===== config.mk =====
export PLATFORM = sky130hd
export DESIGN_NAME = ptw_ctrl
export DESIGN_NICKNAME = d
export VERILOG_FILES = /design/src/rtl/core/ptw_pkg.sv /design/src/rtl/core/ptw_ctrl.sv
export SDC_FILE = /design/constraint.sdc
export NUM_CORES = 1
export LEC_CHECK = 0
export BUFFER_PORTS_ARGS = -buffer_cell sky130_fd_sc_hd__buf_2
export CAP_MARGIN = 20
export CELL_PAD_IN_SITES_DETAIL_PLACEMENT = 0
export CELL_PAD_IN_SITES_GLOBAL_PLACEMENT = 2
export CORE_ASPECT_RATIO = 0.75
export CORE_MARGIN = 1
export CORE_UTILIZATION = 28
export DETAILED_ROUTE_END_ITERATION = 6
export PLACE_DENSITY_LB_ADDON = 0.2
export SETUP_SLACK_MARGIN = 0.15
export SLEW_MARGIN = 20
export SYNTH_ARGS = -nofsm -noshare
export SYNTH_HDL_FRONTEND = slang
export SYNTH_SLANG_ARGS = --single-unit

===== constraint.sdc =====
create_clock -name i_clk -period 4.2 [get_ports i_clk]
set_input_delay 0.42 -clock i_clk [delete_from_list [all_inputs] [get_ports i_clk]]
set_output_delay 0.42 -clock i_clk [all_outputs]
set_load 0.01 [all_outputs]

===== src/rtl/core/ptw_pkg.sv =====
package ptw_pkg;

    localparam int DEF_STORE_ENTRIES = 4096;

    localparam int VA_W      = 48;
    localparam int PA_W      = 32;
    localparam int FRAME_W   = 20;
    localparam int IDX_W     = 9;
    localparam int OFF_W     = 12;
    localparam int ENTRY_W   = 32;
    localparam int IN_IDX_W  = 12;
    // Entry slot before wrapping to the store depth: byte address over eight.
    localparam int SLOT_W    = PA_W - 3;
    localparam int LARGE_BIT = 7;

    localparam int L4_LSB = 39;
    localparam int L3_LSB = 30;
    localparam int L2_LSB = 21;
    localparam int L1_LSB = 12;

    typedef enum logic [0:0] {
        OP_LOAD      = 1'b0,
        OP_TRANSLATE = 1'b1
    } t_opcode;

    typedef struct packed {
        logic               wr_en;
        logic [SLOT_W-1:0]  wr_slot;
        logic [ENTRY_W-1:0] wr_data;
        logic               rd_en;
        logic [SLOT_W-1:0]  rd_slot;
    } t_store_req;

endpackage


===== src/rtl/core/ptw_ctrl.sv =====
module ptw_ctrl (
    input  logic                          i_clk,
    input  logic                          i_rst_n,
    input  logic                          i_cfg_wr_en,
    input  logic [ptw_pkg::FRAME_W-1:0]   i_cfg_wr_data,
    input  logic                          i_valid,
    output logic                          o_stall,
    input  logic                          i_opcode,
    input  logic [ptw_pkg::IN_IDX_W-1:0]  i_entry_index,
    input  logic [ptw_pkg::ENTRY_W-1:0]   i_entry_value,
    input  logic [ptw_pkg::VA_W-1:0]      i_virtual_address,
    output logic                          o_valid,
    input  logic                          i_stall,
    output logic [ptw_pkg::PA_W-1:0]      o_physical_address,
    output logic                          o_large_page,
    output ptw_pkg::t_store_req           o_req,
    input  logic [ptw_pkg::ENTRY_W-1:0]   i_rd_data
);
    import ptw_pkg::*;

    typedef enum logic [4:0] {
        S_IDLE = 5'b00001,
        S_L4   = 5'b00010,
        S_L3   = 5'b00100,
        S_L2   = 5'b01000,
        S_L1   = 5'b10000
    } t_walk_state;

    t_walk_state          r_state, n_state;
    logic [FRAME_W-1:0]   r_base_frame;
    logic [L4_LSB-1:0]    r_va, n_va;
    logic                 r_out_valid, n_out_valid;
    logic [PA_W-1:0]      r_out_pa, n_out_pa;
    logic                 r_out_large, n_out_large;
    logic                 out_load;
    logic                 out_free;
    logic [FRAME_W-1:0]   ent_frame;

    assign ent_frame = i_rd_data[ENTRY_W-1:OFF_W];
    assign out_free  = !r_out_valid || !i_stall;

    always_comb begin
        n_state       = r_state;
        n_va          = r_va;
        n_out_pa      = r_out_pa;
        n_out_large   = r_out_large;
        out_load      = 1'b0;
        o_req.wr_en   = 1'b0;
        o_req.wr_slot = {{(SLOT_W-IN_IDX_W){1'b0}}, i_entry_index};
        o_req.wr_data = i_entry_value;
        o_req.rd_en   = 1'b0;
        o_req.rd_slot = {ent_frame, r_va[L3_LSB +: IDX_W]};
        unique case (r_state)
            S_IDLE: begin
                if (i_valid) begin
                    if (i_opcode == OP_LOAD) begin
                        o_req.wr_en = 1'b1;
                    end else begin
                        o_req.rd_en   = 1'b1;
                        o_req.rd_slot = {r_base_frame, i_virtual_address[L4_LSB +: IDX_W]};
                        n_va          = i_virtual_address[L4_LSB-1:0];
                        n_state       = S_L4;
                    end
                end
            end
            S_L4: begin
                o_req.rd_en   = 1'b1;
                o_req.rd_slot = {ent_frame, r_va[L3_LSB +: IDX_W]};
                n_state       = S_L3;
            end
            S_L3: begin
                o_req.rd_en   = 1'b1;
                o_req.rd_slot = {ent_frame, r_va[L2_LSB +: IDX_W]};
                n_state       = S_L2;
            end
            S_L2: begin
                if (i_rd_data[LARGE_BIT]) begin
                    // 2 MB page: frame plus the 21-bit offset, wrapping at 32 bits
                    if (out_free) begin
                        out_load    = 1'b1;
                        n_out_pa    = {ent_frame + {{(FRAME_W-IDX_W){1'b0}},
                                                    r_va[L1_LSB +: IDX_W]},
                                       r_va[OFF_W-1:0]};
                        n_out_large = 1'b1;
                        n_state     = S_IDLE;
                    end
                end else begin
                    o_req.rd_en   = 1'b1;
                    o_req.rd_slot = {ent_frame, r_va[L1_LSB +: IDX_W]};
                    n_state       = S_L1;
                end
            end
            S_L1: begin
                // hold the read data until the output register frees up
                if (out_free) begin
                    out_load    = 1'b1;
                    n_out_pa    = {ent_frame, r_va[OFF_W-1:0]};
                    n_out_large = 1'b0;
                    n_state     = S_IDLE;
                end
            end
            default: begin
                n_state = S_IDLE;
            end
        endcase
        n_out_valid = (r_out_valid && i_stall) || out_load;
    end

    always_ff @(posedge i_clk) begin
        if (!i_rst_n) begin
            r_state      <= S_IDLE;
            r_out_valid  <= 1'b0;
            r_base_frame <= '0;
        end else begin
            r_state     <= n_state;
            r_out_valid <= n_out_valid;
            if (i_cfg_wr_en) begin
                r_base_frame <= i_cfg_wr_data;
            end
        end
    end

    always_ff @(posedge i_clk) begin
        r_va        <= n_va;
        r_out_pa    <= n_out_pa;
        r_out_large <= n_out_large;
    end

    assign o_stall            = (r_state != S_IDLE);
    assign o_valid            = r_out_valid;
    assign o_physical_address = r_out_pa;
    assign o_large_page       = r_out_large;

endmodule


==> impl.org <==
** Status
- Result of the run :: finished, final reports clean

** Timing
- Pins over their slew limit :: 0
- For the pin with the worst max-slew slack, the measured transition is 0.9983 ns.
- Final setup violating endpoints :: 0
- Upper clock frequency limit :: 339.1 MHz
- Of the available clock period, the critical path in the final layout requires between 70% and 80%.
- Clk_skew :: 0.008689 ns
- The worst path needs around 2.9 ns of the cycle, external delays included.
- Number of hold-slack violations in the final timing report :: 0
- Setup total negative slack on the finished layout was measured at 0 ns.
- Setup repair after global routing left no endpoint under its margin.
- Headroom to the max-slew limit :: around a third

** Detailed routing
- Number of antenna-violating nets in the routed design :: 0
- Dividing the detail-routed via count by the number of cells gives 4.308.
- Top layer in use :: met4
- The first detailed-routing pass took 4 iterations.
- Routed length on met2 :: 4972 µm
- Vias :: ~3300
- Average wire per standard cell :: 16.00 µm
- Summed over all layers, the routed wires come to approximately 12000 µm.
- Met1 Wirelength :: ~6000 µm
- First-iteration detailed-routing DRC count :: ~150
- Summed over all nets, wire length on met3 after detailed routing comes to 1033 µm.
- DRC :: 0

** Final layout
- Cells fill 34.46% of the core in the end.
- Layout cell share with drive strength beyond 1 :: slightly above 40%
- The area growth from synthesis to layout is 18.95%.
- Final Instance Area :: roughly 5900 µm²
- The net count of the finished layout is approximately 680.

** Global route
- Vias in the first global route :: around 3400
- The initial antenna violation count was 1.
- Overall global routing resource usage :: a little over an eighth
- First-pass GRT wire length :: 18540 µm
- Entering global routing, the biggest net connects 29 pins.
- Summed over all layers, the global routing overflow is 0.

** Clock tree
- Clock edge transition at the registers on the reported setup and hold paths :: about 0.070 ns
- The clock net in this run drives a total of approximately 100 sinks.
- TritonCTS clock tree :: done
- Counting the buffers created by CTS gives 9.
- The H-tree was split into 3 levels.
- Clock root buffer :: sky130_fd_sc_hd__clkbuf_16
- In this run the post-CTS setup repair buffer count came out at 0.
- Counting along the longest clock path gives a buffer depth of 2.
- For the worst-skew pair, the clock arrives at the later sink with an insertion delay of 0.35 ns.
- Cts hold-fix bufs :: 0
- Post-CTS resize count :: 0

** Floorplan
- The die covers 18110 µm².
- In this run the horizontal extent of the chip is approximately 160 µm.
- Height of the chip :: roughly 120 µm
- Initial standard-cell utilization of the core :: approximately 29%
- Count of pins on the block boundary :: roughly 280
- The floorplan has 41 rows.
- Placeable core region :: around 17000 µm²

** Logic synthesis
- Total number of yosys warnings :: 0
- Synthesized area per cell :: approximately 12 µm²
- Post-synth design cell area :: a little under 5000 µm²
- The commonest cells after synthesis are sky130_fd_sc_hd__edfxtp_1 (72), sky130_fd_sc_hd__buf_4 (65), sky130_fd_sc_hd__dfxtp_1 (26).
- Cells after synthesis :: between 300 and 400
- Summed over all instances, the cell type with the most area after synthesis is sky130_fd_sc_hd__edfxtp_1.
- Number of synthesized register bits :: 98
- The synthesized design contains 72 enable-type register cells.
- Leading register cell type out of synthesis :: sky130_fd_sc_hd__edfxtp_1
- For this run, the register share of the synthesized area comes to a little over half.
- Of the post-synthesis cell area, the dominant cell type holds between 40% and 50%.
- Fraction of registers with async set or reset after synthesis :: 0%
- The synthesized netlist contains 52 unique library cells.
- sky130_fd_sc_hd__edfxtp_1 is the most common cell in the netlist.
- By area the synthesized netlist is led by sky130_fd_sc_hd__edfxtp_1 (44%), sky130_fd_sc_hd__dfxtp_1 (11%), sky130_fd_sc_hd__buf_4 (9.9%), sky130_fd_sc_hd__mux2i_1 (4.1%), sky130_fd_sc_hd__mux2_2 (3.9%).

** Worst setup path
- Worst r2r path cells :: 8
- Worst path arrival time :: 2.53 ns
- CP required :: 3.78 ns
- Largest fanout on the critical path :: 20
- Endpoint class of the critical path :: primary output
- STA classifies the critical path startpoint as a register.
- The critical path is of the reg2out type.

** Min path
- Kind of path behind the tightest hold check :: in2reg
- Along the worst hold path, the cell count comes to 1.

** Pwr
- Power per standard cell area :: around 450 nW/µm²
- Final Total Pwr :: between 2 and 3 mW
- Worst vdd ir :: a little under 0.0002 V
- Static leakage power :: ~2.4 nW

** Job
- The tool flagged a number of max-cap violations equal to 0.

** Place
- DP Wirelength :: 9175 µm
- In this run the tool buffered the top-level ports with 160 buffer cells.
- After detailed placement, the total cell area comes to between 5000 and 6000 µm².
- Final estimated routing congestion in global placement :: slightly below 0.8
## final cells by class
cell class                      instances  area (µm²)
Timing Repair Buffer                  164       830.8
Multi-Input combinational cell        234        1724
Fill cell                            1746       11130
Antenna cell                            1       2.502
Sequential cell                        98        2683
Tap cell                              236       295.3
Clock buffer                           10       229.0
Clock inverter                          6       47.55
Inverter                               10       40.04
## placed cells by master, fill, tap and decap left out, drive strengths merged, types with 2 or more instances in the layout
cell type  count
buf          164
edfxtp        72
dfxtp         26
nand2         23
nor2b         21
mux2i         20
mux2          17
conb          17
a21oi         15
nor2          14
o21ai         13
inv           13
xnor2         10
clkbuf        10
a22o           9
a221o          9
ha             9
xor2           7
nand3          7
o211ai         4
a21o           4
nand4          4
nor3           4
a211oi         4
o2111ai        3
nor3b          2
a31oi          2
and3           2
and2           2
clkinv         2
## sequential cells by signal (all words and copies together) (netlist names)
name	cells
o_physical_address	32
o_valid	1
o_large_page	1
r_state	5
r_va	39
r_base_frame	20
## layer usage
layer  GRT usage, %  vias up
li1               -     1615
met4          3.828        0
met2          19.49      134
met1          18.85     1504
met3          6.038       17
met5              0        -
## worst max-delay path, cell delays in order (launching register included)
cell	delay [ns]
sky130_fd_sc_hd__dfxtp_1	0.42
sky130_fd_sc_hd__nor2_1	0.24
sky130_fd_sc_hd__nand3_2	0.17
sky130_fd_sc_hd__nor2_4	0.45
sky130_fd_sc_hd__buf_4	0.36
sky130_fd_sc_hd__mux2_2	0.37
sky130_fd_sc_hd__buf_2	0.14
## power by group
part	switching [mW]	internal [mW]
combinational	0.379	0.293
sequential	0.0505	1.14
clock	0.371	0.408
total	0.801	1.84
## cell families (layout without fill, tap and decap cells)
| logic type | Yosys count | after routing | share of synthesized area, % |
|---|---|---|---|
| flops | 98 | 98 | 54.53 |
| buf+inv | 83 | 190 | 11.88 |
| fa+ha+maj | 10 | 10 | 2.696 |
| simple gates | 84 | 84 | 9.563 |
| other cells | 1 | 18 | 0.07622 |
| xor+xnor | 17 | 17 | 3.026 |
| compound gates | 69 | 69 | 10.28 |
| mux | 37 | 37 | 7.960 |
## per-stage QoR
| stage | setup slack [ns] | instances | hold WS [ns] |
|---|---|---|---|
| floorplan | 1.344 | 415 | 0.4003 |
| CTS | 1.178 | 758 | 0.2223 |
| global placement | 1.550 | 742 | 0.4007 |
| global route | 1.037 | 758 | 0.2191 |
| finish | 1.251 | 759 | 0.2375 |
| detailed placement | 1.563 | 742 | 0.4045 |
## worst paths after layout
path / startpoint / end / slack [ns]
worst min register to register: r_va[3] / o_physical_address[3] / 0.42
worst min-delay path: i_virtual_address[15] / r_va[15] / 0.24
worst max-delay path: r_state[1] / o_req[24] / 1.25
worst max register to register: r_va[12] / o_physical_address[30] / 1.81
Power figures use the tool's default switching activity.
